<file path="src/rtl/vfr_pkg.sv">
package vfr_pkg;

  // Datapath widths inside the rotator and the gain stage.
  localparam int GUARD_BITS = 14;
  localparam int DATA_W     = 34;
  localparam int Z_W        = 33;
  localparam int PROD_W     = 66;
  localparam int ATAN_LEN   = 24;
  localparam int RES_LSB    = 45;

  // Inverse of the converged CORDIC gain in Q31.
  localparam logic signed [31:0] KINV_Q31 = 32'sd1304065748;
  // Half of one output LSB, added before the final shift.
  localparam logic signed [PROD_W-1:0] ROUND_HALF = 66'sh1000_0000_0000;

  typedef enum logic [2:0] {
    S_IDLE,
    S_ANGLE,
    S_ROT_GO,
    S_ROT,
    S_SCALE,
    S_EMIT
  } vfr_state_e;

  typedef enum logic [1:0] {
    PH_IDLE,
    PH_X,
    PH_Y
  } vfr_gain_ph_e;

  typedef struct packed {
    logic busy;
    logic done;
  } vfr_stat_t;

  // atan(2^-i) in binary angle units, 2^32 per full turn.
  function automatic logic [31:0] atan_turn(input logic [4:0] idx);
    logic [31:0] r;
    case (idx)
      5'd0:    r = 32'd536870912;
      5'd1:    r = 32'd316933406;
      5'd2:    r = 32'd167458907;
      5'd3:    r = 32'd85004756;
      5'd4:    r = 32'd42667331;
      5'd5:    r = 32'd21354465;
      5'd6:    r = 32'd10679842;
      5'd7:    r = 32'd5340245;
      5'd8:    r = 32'd2670163;
      5'd9:    r = 32'd1335087;
      5'd10:   r = 32'd667544;
      5'd11:   r = 32'd333772;
      5'd12:   r = 32'd166886;
      5'd13:   r = 32'd83443;
      5'd14:   r = 32'd41722;
      5'd15:   r = 32'd20861;
      5'd16:   r = 32'd10430;
      5'd17:   r = 32'd5215;
      5'd18:   r = 32'd2608;
      5'd19:   r = 32'd1304;
      5'd20:   r = 32'd652;
      5'd21:   r = 32'd326;
      5'd22:   r = 32'd163;
      5'd23:   r = 32'd81;
      default: r = 32'd0;
    endcase
    return r;
  endfunction

  function automatic logic signed [15:0] sat16(input logic signed [20:0] v);
    logic signed [15:0] r;
    if (v > 21'sd32767) begin
      r = 16'sh7fff;
    end else if (v < -21'sd32768) begin
      r = -16'sh8000;
    end else begin
      r = v[15:0];
    end
    return r;
  endfunction

endpackage

</file>
<file path="src/rtl/vfr_cordic_unit.sv">
module vfr_cordic_unit #(
  parameter int CORDIC_STAGES = 16
) (
  input  logic                               clk_i,
  input  logic                               rst_ni,
  input  logic                               start_i,
  input  logic signed [15:0]                 base_x_i,
  input  logic signed [15:0]                 base_y_i,
  input  logic [31:0]                        ang_i,
  output logic signed [vfr_pkg::DATA_W-1:0]  x_o,
  output logic signed [vfr_pkg::DATA_W-1:0]  y_o,
  output vfr_pkg::vfr_stat_t                 stat_o
);
  import vfr_pkg::*;

  localparam int IW = $clog2(CORDIC_STAGES);

  logic signed [DATA_W-1:0] x_q, x_d, y_q, y_d;
  logic signed [Z_W-1:0]    z_q, z_d;
  logic [IW-1:0]            it_q;
  logic                     busy_q, done_q;

  logic                     flip;
  logic [31:0]              ang_sum;
  logic signed [DATA_W-1:0] x_ld, y_ld, dx, dy;
  logic signed [Z_W-1:0]    atan_z;

  always_comb begin
    ang_sum = ang_i + 32'h4000_0000;
    flip    = ang_sum[31];
    x_ld    = DATA_W'(base_x_i) <<< GUARD_BITS;
    y_ld    = DATA_W'(base_y_i) <<< GUARD_BITS;
    dx      = y_q >>> it_q;
    dy      = x_q >>> it_q;
    atan_z  = $signed(Z_W'(atan_turn(5'(it_q))));
    x_d     = x_q;
    y_d     = y_q;
    z_d     = z_q;
    if (start_i) begin
      // Pre-rotate by a half turn so the residual angle lies within a quarter turn.
      x_d = flip ? -x_ld : x_ld;
      y_d = flip ? -y_ld : y_ld;
      z_d = Z_W'($signed(ang_i ^ (flip ? 32'h8000_0000 : 32'h0)));
    end else if (busy_q) begin
      if (!z_q[Z_W-1]) begin
        x_d = x_q - dx;
        y_d = y_q + dy;
        z_d = z_q - atan_z;
      end else begin
        x_d = x_q + dx;
        y_d = y_q - dy;
        z_d = z_q + atan_z;
      end
    end
  end

  always_ff @(posedge clk_i) begin
    x_q <= x_d;
    y_q <= y_d;
    z_q <= z_d;
  end

  always_ff @(posedge clk_i or negedge rst_ni) begin
    if (!rst_ni) begin
      it_q   <= '0;
      busy_q <= 1'b0;
      done_q <= 1'b0;
    end else begin
      done_q <= 1'b0;
      if (start_i) begin
        it_q   <= '0;
        busy_q <= 1'b1;
      end else if (busy_q) begin
        if (it_q == IW'(CORDIC_STAGES - 1)) begin
          busy_q <= 1'b0;
          done_q <= 1'b1;
        end else begin
          it_q <= it_q + IW'(1);
        end
      end
    end
  end

  assign x_o         = x_q;
  assign y_o         = y_q;
  assign stat_o.busy = busy_q;
  assign stat_o.done = done_q;

endmodule

</file>
<file path="src/rtl/vfr_gain_unit.sv">
module vfr_gain_unit (
  input  logic                               clk_i,
  input  logic                               rst_ni,
  input  logic                               start_i,
  input  logic signed [vfr_pkg::DATA_W-1:0]  x_i,
  input  logic signed [vfr_pkg::DATA_W-1:0]  y_i,
  output logic signed [15:0]                 res_x_o,
  output logic signed [15:0]                 res_y_o,
  output vfr_pkg::vfr_stat_t                 stat_o
);
  import vfr_pkg::*;

  vfr_gain_ph_e             ph_q, ph_d;
  logic signed [PROD_W-1:0] prod_q, prod_d, rnd;
  logic signed [DATA_W-1:0] y_hold_q, mul_a;
  logic signed [15:0]       rx_q, ry_q, res_sat;
  logic                     done_q;

  // One multiplier serves x and then y.
  always_comb begin
    mul_a   = (ph_q == PH_IDLE) ? x_i : y_hold_q;
    prod_d  = PROD_W'(mul_a) * PROD_W'(KINV_Q31);
    rnd     = prod_q + ROUND_HALF;
    res_sat = sat16($signed(rnd[PROD_W-1:RES_LSB]));
    ph_d    = ph_q;
    case (ph_q)
      PH_IDLE: begin
        if (start_i) begin
          ph_d = PH_X;
        end
      end
      PH_X:    ph_d = PH_Y;
      PH_Y:    ph_d = PH_IDLE;
      default: ph_d = PH_IDLE;
    endcase
  end

  always_ff @(posedge clk_i) begin
    if ((ph_q == PH_IDLE && start_i) || ph_q == PH_X) begin
      prod_q <= prod_d;
    end
    if (ph_q == PH_IDLE && start_i) begin
      y_hold_q <= y_i;
    end
    if (ph_q == PH_X) begin
      rx_q <= res_sat;
    end
    if (ph_q == PH_Y) begin
      ry_q <= res_sat;
    end
  end

  always_ff @(posedge clk_i or negedge rst_ni) begin
    if (!rst_ni) begin
      ph_q   <= PH_IDLE;
      done_q <= 1'b0;
    end else begin
      ph_q   <= ph_d;
      done_q <= (ph_q == PH_Y);
    end
  end

  assign res_x_o     = rx_q;
  assign res_y_o     = ry_q;
  assign stat_o.busy = (ph_q != PH_IDLE);
  assign stat_o.done = done_q;

endmodule

</file>
<file path="src/rtl/vector_fan_rotation_core.sv">
// Fan rotator: each accepted beat carries a centre vector, an angular step and a
// count n (saturated to MAX_WAYS); the block then emits n beats, the centre vector
// rotated by (2k - (n-1)) * step / 2 for k = 0 .. n-1, with way_index_o = k and
// last_o on the final one. A count of zero is accepted and emits nothing. Angles
// are binary, 65536 per full turn, positive counter-clockwise; results are
// gain-compensated and saturated to signed 16 bits. All vectors of a fan go
// through one shared CORDIC micro-rotation unit, one iteration per cycle, and one
// shared gain multiplier, one vector at a time, and an item stalls the input
// until the result of its last vector is loaded. The last result sits in an
// output register, so the next item can be accepted while it waits to be taken.
module vector_fan_rotation_core #(
  parameter int MAX_WAYS      = 32,
  parameter int CORDIC_STAGES = 16
) (
  input  logic               clk_i,
  input  logic               rst_ni,
  input  logic               in_valid_i,
  output logic               in_stall_o,
  input  logic signed [15:0] base_x_i,
  input  logic signed [15:0] base_y_i,
  input  logic signed [15:0] step_angle_i,
  input  logic [5:0]         way_count_i,
  output logic               out_valid_o,
  input  logic               out_stall_i,
  output logic signed [15:0] out_x_o,
  output logic signed [15:0] out_y_o,
  output logic [4:0]         way_index_o,
  output logic               last_o
);
  import vfr_pkg::*;

  localparam int CW = $clog2(MAX_WAYS + 1);

  vfr_state_e         state_q, state_d;
  logic signed [15:0] bx_q, by_q, step_q;
  logic [CW-1:0]      n_q, k_q, n_sat;
  logic [31:0]        ang_q;
  logic [16:0]        mult;
  logic [16:0]        prod;

  logic               out_valid_q, out_last_q, out_free, out_load, in_acc, is_last;
  logic signed [15:0] out_x_q, out_y_q;
  logic [4:0]         out_idx_q;

  logic                     cordic_start;
  logic signed [DATA_W-1:0] rot_x, rot_y;
  logic signed [15:0]       res_x, res_y;
  vfr_stat_t                cordic_stat, gain_stat;

  assign in_stall_o = (state_q != S_IDLE);
  assign in_acc     = in_valid_i && !in_stall_o;
  assign n_sat      = (8'(way_count_i) > 8'(MAX_WAYS)) ? CW'(MAX_WAYS) : CW'(way_count_i);
  assign is_last    = (CW'(k_q + CW'(1)) == n_q);
  assign out_free   = !out_valid_q || !out_stall_i;

  // Only the low 17 bits of multiple times step survive the shift to 2^32 per turn.
  assign mult = (17'(k_q) << 1) - 17'(n_q) + 17'd1;
  assign prod = mult * {step_q[15], step_q};

  always_comb begin
    state_d      = state_q;
    cordic_start = 1'b0;
    out_load     = 1'b0;
    case (state_q)
      S_IDLE: begin
        if (in_acc && n_sat != '0) begin
          state_d = S_ANGLE;
        end
      end
      S_ANGLE: state_d = S_ROT_GO;
      S_ROT_GO: begin
        cordic_start = 1'b1;
        state_d      = S_ROT;
      end
      S_ROT: begin
        if (cordic_stat.done) begin
          state_d = S_SCALE;
        end
      end
      S_SCALE: begin
        if (gain_stat.done) begin
          state_d = S_EMIT;
        end
      end
      S_EMIT: begin
        if (out_free) begin
          out_load = 1'b1;
          state_d  = is_last ? S_IDLE : S_ANGLE;
        end
      end
      default: state_d = S_IDLE;
    endcase
  end

  always_ff @(posedge clk_i or negedge rst_ni) begin
    if (!rst_ni) begin
      state_q     <= S_IDLE;
      out_valid_q <= 1'b0;
      n_q         <= '0;
      k_q         <= '0;
    end else begin
      state_q <= state_d;
      if (out_load) begin
        out_valid_q <= 1'b1;
      end else if (!out_stall_i) begin
        out_valid_q <= 1'b0;
      end
      if (in_acc) begin
        n_q <= n_sat;
        k_q <= '0;
      end else if (out_load) begin
        k_q <= CW'(k_q + CW'(1));
      end
    end
  end

  always_ff @(posedge clk_i) begin
    if (in_acc) begin
      bx_q   <= base_x_i;
      by_q   <= base_y_i;
      step_q <= step_angle_i;
    end
    if (state_q == S_ANGLE) begin
      ang_q <= {prod, 15'b0};
    end
    if (out_load) begin
      out_x_q    <= res_x;
      out_y_q    <= res_y;
      out_idx_q  <= 5'(k_q);
      out_last_q <= is_last;
    end
  end

  vfr_cordic_unit #(
    .CORDIC_STAGES(CORDIC_STAGES)
  ) u_cordic (
    .clk_i   (clk_i),
    .rst_ni  (rst_ni),
    .start_i (cordic_start),
    .base_x_i(bx_q),
    .base_y_i(by_q),
    .ang_i   (ang_q),
    .x_o     (rot_x),
    .y_o     (rot_y),
    .stat_o  (cordic_stat)
  );

  vfr_gain_unit u_gain (
    .clk_i  (clk_i),
    .rst_ni (rst_ni),
    .start_i(cordic_stat.done),
    .x_i    (rot_x),
    .y_i    (rot_y),
    .res_x_o(res_x),
    .res_y_o(res_y),
    .stat_o (gain_stat)
  );

  assign out_valid_o = out_valid_q;
  assign out_x_o     = out_x_q;
  assign out_y_o     = out_y_q;
  assign way_index_o = out_idx_q;
  assign last_o      = out_last_q;

  a_idle_units_quiet: assert property (@(posedge clk_i) disable iff (!rst_ni)
    state_q == S_IDLE |-> !cordic_stat.busy && !gain_stat.busy)
    else $error("shared units busy while the sequencer is idle");

  a_way_in_range: assert property (@(posedge clk_i) disable iff (!rst_ni)
    state_q != S_IDLE |-> k_q < n_q)
    else $error("way counter ran past the fan size");

  a_gain_done_expected: assert property (@(posedge clk_i) disable iff (!rst_ni)
    gain_stat.done |-> state_q == S_SCALE)
    else $error("gain result arrived outside the scale step");

  a_fan_starts: assert property (@(posedge clk_i) disable iff (!rst_ni)
    in_acc && n_sat != '0 |=> state_q == S_ANGLE && k_q == '0)
    else $error("accepted fan did not start at its first way");

endmodule
</file>
<file path="config.mk">
export PLATFORM = sky130hd
export DESIGN_NAME = vector_fan_rotation_core
export DESIGN_NICKNAME = d
export VERILOG_FILES = /design/src/rtl/vfr_pkg.sv /design/src/rtl/vfr_cordic_unit.sv /design/src/rtl/vfr_gain_unit.sv /design/src/rtl/vector_fan_rotation_core.sv
export SDC_FILE = /design/constraint.sdc
export NUM_CORES = 2
export LEC_CHECK = 0
export ABC_AREA = 1
export ABC_CLOCK_PERIOD_IN_PS = 7100
export BUFFER_PORTS_ARGS = -buffer_cell sky130_fd_sc_hd__clkbuf_2
export CAP_MARGIN = 20
export CORE_MARGIN = 10
export CORE_UTILIZATION = 60
export CTS_CLUSTER_SIZE = 40
export DETAILED_ROUTE_END_ITERATION = 10
export PLACE_DENSITY = 0.8
export RECOVER_POWER = 25
export SETUP_SLACK_MARGIN = 0.05
export SYNTH_ARGS = -nofsm -noshare
export SYNTH_HDL_FRONTEND = slang
export SYNTH_SLANG_ARGS = --single-unit
</file>
<file path="constraint.sdc">
create_clock -name clk_i -period 7.1 [get_ports clk_i]
set_input_delay 0.355 -clock clk_i [delete_from_list [all_inputs] [get_ports clk_i]]
set_output_delay 0.355 -clock clk_i [all_outputs]
set_load 0.02 [all_outputs]
</file>
==> flow_metrics.py <==
metrics = {
    "grt": {
        "first_pass_grt_wire_length_microns": 250100,
        "antenna_found_initial": 3,
        "global_route.usage.met1_pct": 43.16,
        "most_congested_layer_reported_by_global_routing": "met2",
        "global_route.usage.total_pct": 35.41,
        "pin_count_of_the_biggest_net_entering_global_routing": 75,
        "met2_capacity_usage_during_global_routing_pct": 60.97,
        "vias_in_the_first_global_route": 44860,
        "grtUsageMet3_pct": 4.875,
        "grt.overflow.total": 0,
    },
    "place": {
        "place.port_buffers": 97,
        "dp_hpwl_microns": 132900,
        "rd_place_congestion": 1.005,
    },
    "setup_path": {
        "worst-r2r-setup-slack_ns": -0.16,
        "worst_setup_path_end_kind": "flop",
        "rr_endpoint": "u_gain.prod_q[51]",
        "worst_path_most_repeated_cell": "sky130_fd_sc_hd__fa_2",
        "worst-endpoint-arrival_ns": 7.59,
        "type_of_element_launching_the_critical_path": "flop",
        "timing.critical_path.fanout_max": 21,
        "critical-path-slowest-cell": "sky130_fd_sc_hd__fa_2",
        "reg2reg_depth": 28,
        "endpoint": "u_gain.prod_q[51]",
        "setup_cp_type": "flop to flop",
        "timing.critical_path.slowest_cell_delay_ns": 0.62,
        "worst-endpoint-required_ns": 7.43,
        "worstSetupStartpoint": "u_gain.ph_q[0]",
        "worstReg2RegStart": "u_gain.ph_q[0]",
    },
    "logic_synthesis": {
        "synthDistinctLibCells": 71,
        "ys.warnings.count": 0,
        "synth_xor_area_share_pct": 3.684,
        "compound_cell_area_share_of_the_yosys_netlist_pct": 9.207,
        "synth_area_leaders": "sky130_fd_sc_hd__fa_1, sky130_fd_sc_hd__edfxtp_1, sky130_fd_sc_hd__ha_1",
        "synth-main-ff-cell": "sky130_fd_sc_hd__edfxtp_1",
        "yosys_register_bits": 317,
        "post_synth_inst_count": 5996,
        "synth_top_family_by_area": "adder cells",
        "synth_fa_ha_area_share_pct": 35.81,
        "synth-simple-area-share_pct": 20.29,
        "area_share_of_the_leading_cell_type_in_the_synthesized_netlist_pct": 23.92,
        "synth.avg_cell_area_sq_um": 7.969,
        "synth.largest_area_cell": "sky130_fd_sc_hd__fa_1",
        "synth.net_count": 7079,
        "synthMuxAreaShare_pct": 0,
        "async_flop_share_pct": 7.886,
        "post_synth_instance_area_sq_um": 47780,
        "synth_enable_flop_cells": 292,
        "synth-seq-area-share_pct": 19.66,
    },
    "cells_and_area": {
        "post_route_cells_drive_above_1_share_pct": 17.46,
        "finish.net_count": 7694,
        "area_delta_synth_final_pct": 18.87,
        "mostFrequentLayoutCells": "sky130_fd_sc_hd__inv_1, sky130_fd_sc_hd__nand2_1, sky130_fd_sc_hd__fa_1",
        "layout.cells.most_common": "sky130_fd_sc_hd__inv_1",
    },
    "cts": {
        "clock_sink_count": 317,
        "htree_num_levels": 2,
        "cts-root-to-sink-buffers": 3,
        "tritoncts": "yes",
        "clk_pin_slew_worst_paths_ns": 0.06,
        "clock_latency_ns": 0.60,
        "cts_root_buf": "sky130_fd_sc_hd__clkbuf_16",
        "cts_inserted_buffers": 39,
    },
    "sta": {
        "setup-tns-final_ns": -1.976,
        "hold_viol_final": 0,
        "final.setup_skew_ns": 0.02881,
        "setup_viol": 22,
        "maxSlewHeadroom_pct": 6.119,
        "rsz0062_at_grt": "true",
        "tightest_slew_ns": 1.408,
        "achievable_clock_frequency_mhz": 137.7,
        "post-route-period-util_pct": 102.3,
        "period_needed_ns": 7.263,
        "postLayoutSetupSlackWorst_ns": -0.1631,
        "timing_max_transition_violations_final": 0,
    },
    "detailed_routing": {
        "drtIter0Drc": 3999,
        "detail-route-antenna-nets": 0,
        "detail_route.wirelength_microns": 164000,
        "dr.pass1.iters": 8,
        "vias_per_cell": 5.703,
        "drcViolationCount": 0,
        "wire_per_inst_microns": 21.32,
        "routed-via-count": 43880,
    },
    "die": {
        "horizontal_extent_of_the_die_microns": 302.2,
        "floorplan.die.height_microns": 302.2,
        "floorplan.die_area_sq_um": 91330,
        "total_i_o_pin_count": 98,
        "core_region_area_sq_um": 79000,
        "placement_rows": 103,
        "initial_util_pct": 60.49,
    },
    "flow_run": {
        "max_cap_violations": 0,
    },
    "outcome": {
        "outcome": "finished, violations left",
        "failed_checks": "setup timing",
    },
    "min_path": {
        "hp-class": "input pin to flop",
    },
}
==> worst min path at each step <==
stage | start | to | slack, ns | cells past startpoint
2_1_floorplan | rst_ni | k_q[0] | 0.06 | 0
3_3_place_gp | u_gain.res_y_o[12] | out_y_o[12] | 0.40 | 0
3_5_place_dp | u_gain.res_y_o[14] | out_y_o[14] | 0.40 | 0
4_1_cts | way_count_i[2] | n_q[2] | 0.005 | 3
5_1_grt | way_count_i[0] | n_q[0] | 0.04 | 3
6_report | way_count_i[0] | n_q[0] | 0.02 | 3
==> sequential cells by signal (all words and copies together), names as in the netlist, 2 cells and up <==
name	count
u_gain.prod_q	22
state_q	3
bx_q	16
u_cordic.it_q	4
step_q	16
out_y_o	16
u_cordic.z_q	33
way_index_o	5
u_gain.res_y_o	16
u_gain.res_x_o	16
k_q	6
u_gain.ph_q	2
u_gain.y_hold_q	34
ang_q	17
out_x_o	16
u_cordic.x_o	34
by_q	16
u_cordic.y_o	34
n_q	6
==> repair_timing <==
action	CTS	global route
resized for setup	281	175
pin swaps	85	79
hold buffers	52	0
hold endpoints to repair	76	0
cloned	1	0
setup endpoints to repair	22	25
setup buffers	24	14
==> per-stage QoR <==
stage               utilization [%]  std cells  area, sq um  worst slack (ns)  hold slack (ns)
floorplan                         -       5996        47880           0.04985          0.05941
global placement              66.90       7529        52850           -0.4292           0.4001
detailed placement            66.90       7529        52850           -0.5626           0.4045
CTS                           70.96       7678        56060          -0.04533         0.004680
global route                  71.89       7693        56800           -0.3471          0.04337
finish                        71.90       7694        56800           -0.1631          0.01959
==> area by class of cell <==
cell class | count | area (sq um)
multi-input cells | 4286 | 34880
fillers | 6071 | 22200
flip-flops and latches | 317 | 9399
repair buffers | 679 | 5050
inverters | 1288 | 4842
well taps | 1050 | 1314
clock buffers | 47 | 1016
clock inverters | 25 | 291.5
diodes | 2 | 5.005
==> logic make-up (layout without fill, tap and decap cells) <==
logic type	count (synthesis)	in the layout
buffers and inverters	1393	2039
other	0	2
adder cells (fa/ha/maj)	1025	1025
AND/OR/NAND/NOR	2266	2266
AO/OA/AOI/OAI	794	794
XOR/XNOR	201	201
flip-flops	317	317
==> cells in the mapped netlist, drive strengths merged, types with 8 or more instances <==
cell type and number:
nor2 447, o211ai 16, fa 571, o22ai 12, xnor2 68, a31oi 15
xor2 133, nor4 19, dfrtp 25, nand2 1188, nand4 42, a211oi 8
o21bai 19, nor3 57, a21oi 337, buf 65, ha 454, a21o 16
nand3b 17, o21a 24, or2 47, o21ai 307, edfxtp 292, inv 1286
nand3 439, clkbuf 40, o31ai 12
==> worst max-delay path, delay by kind of cell (launching register included) <==
kind / cells / cell delay, ns
simple gates: 5 / 0.74
compound gates: 4 / 0.75
buf+inv: 9 / 0.82
xor+xnor: 1 / 0.15
flops: 1 / 0.41
fa+ha+maj: 9 / 4.11
==> per-layer routing <==
metal	share of wire (%)	up-vias
li1	-	20300
met1	38	21080
met2	49	2035
met3	7.6	463
met4	5.9	0
met5	0	-
Power is left out: the tool's default activity adds up to more than one toggle a clock period on the data nets, which glitch-free logic cannot reach.
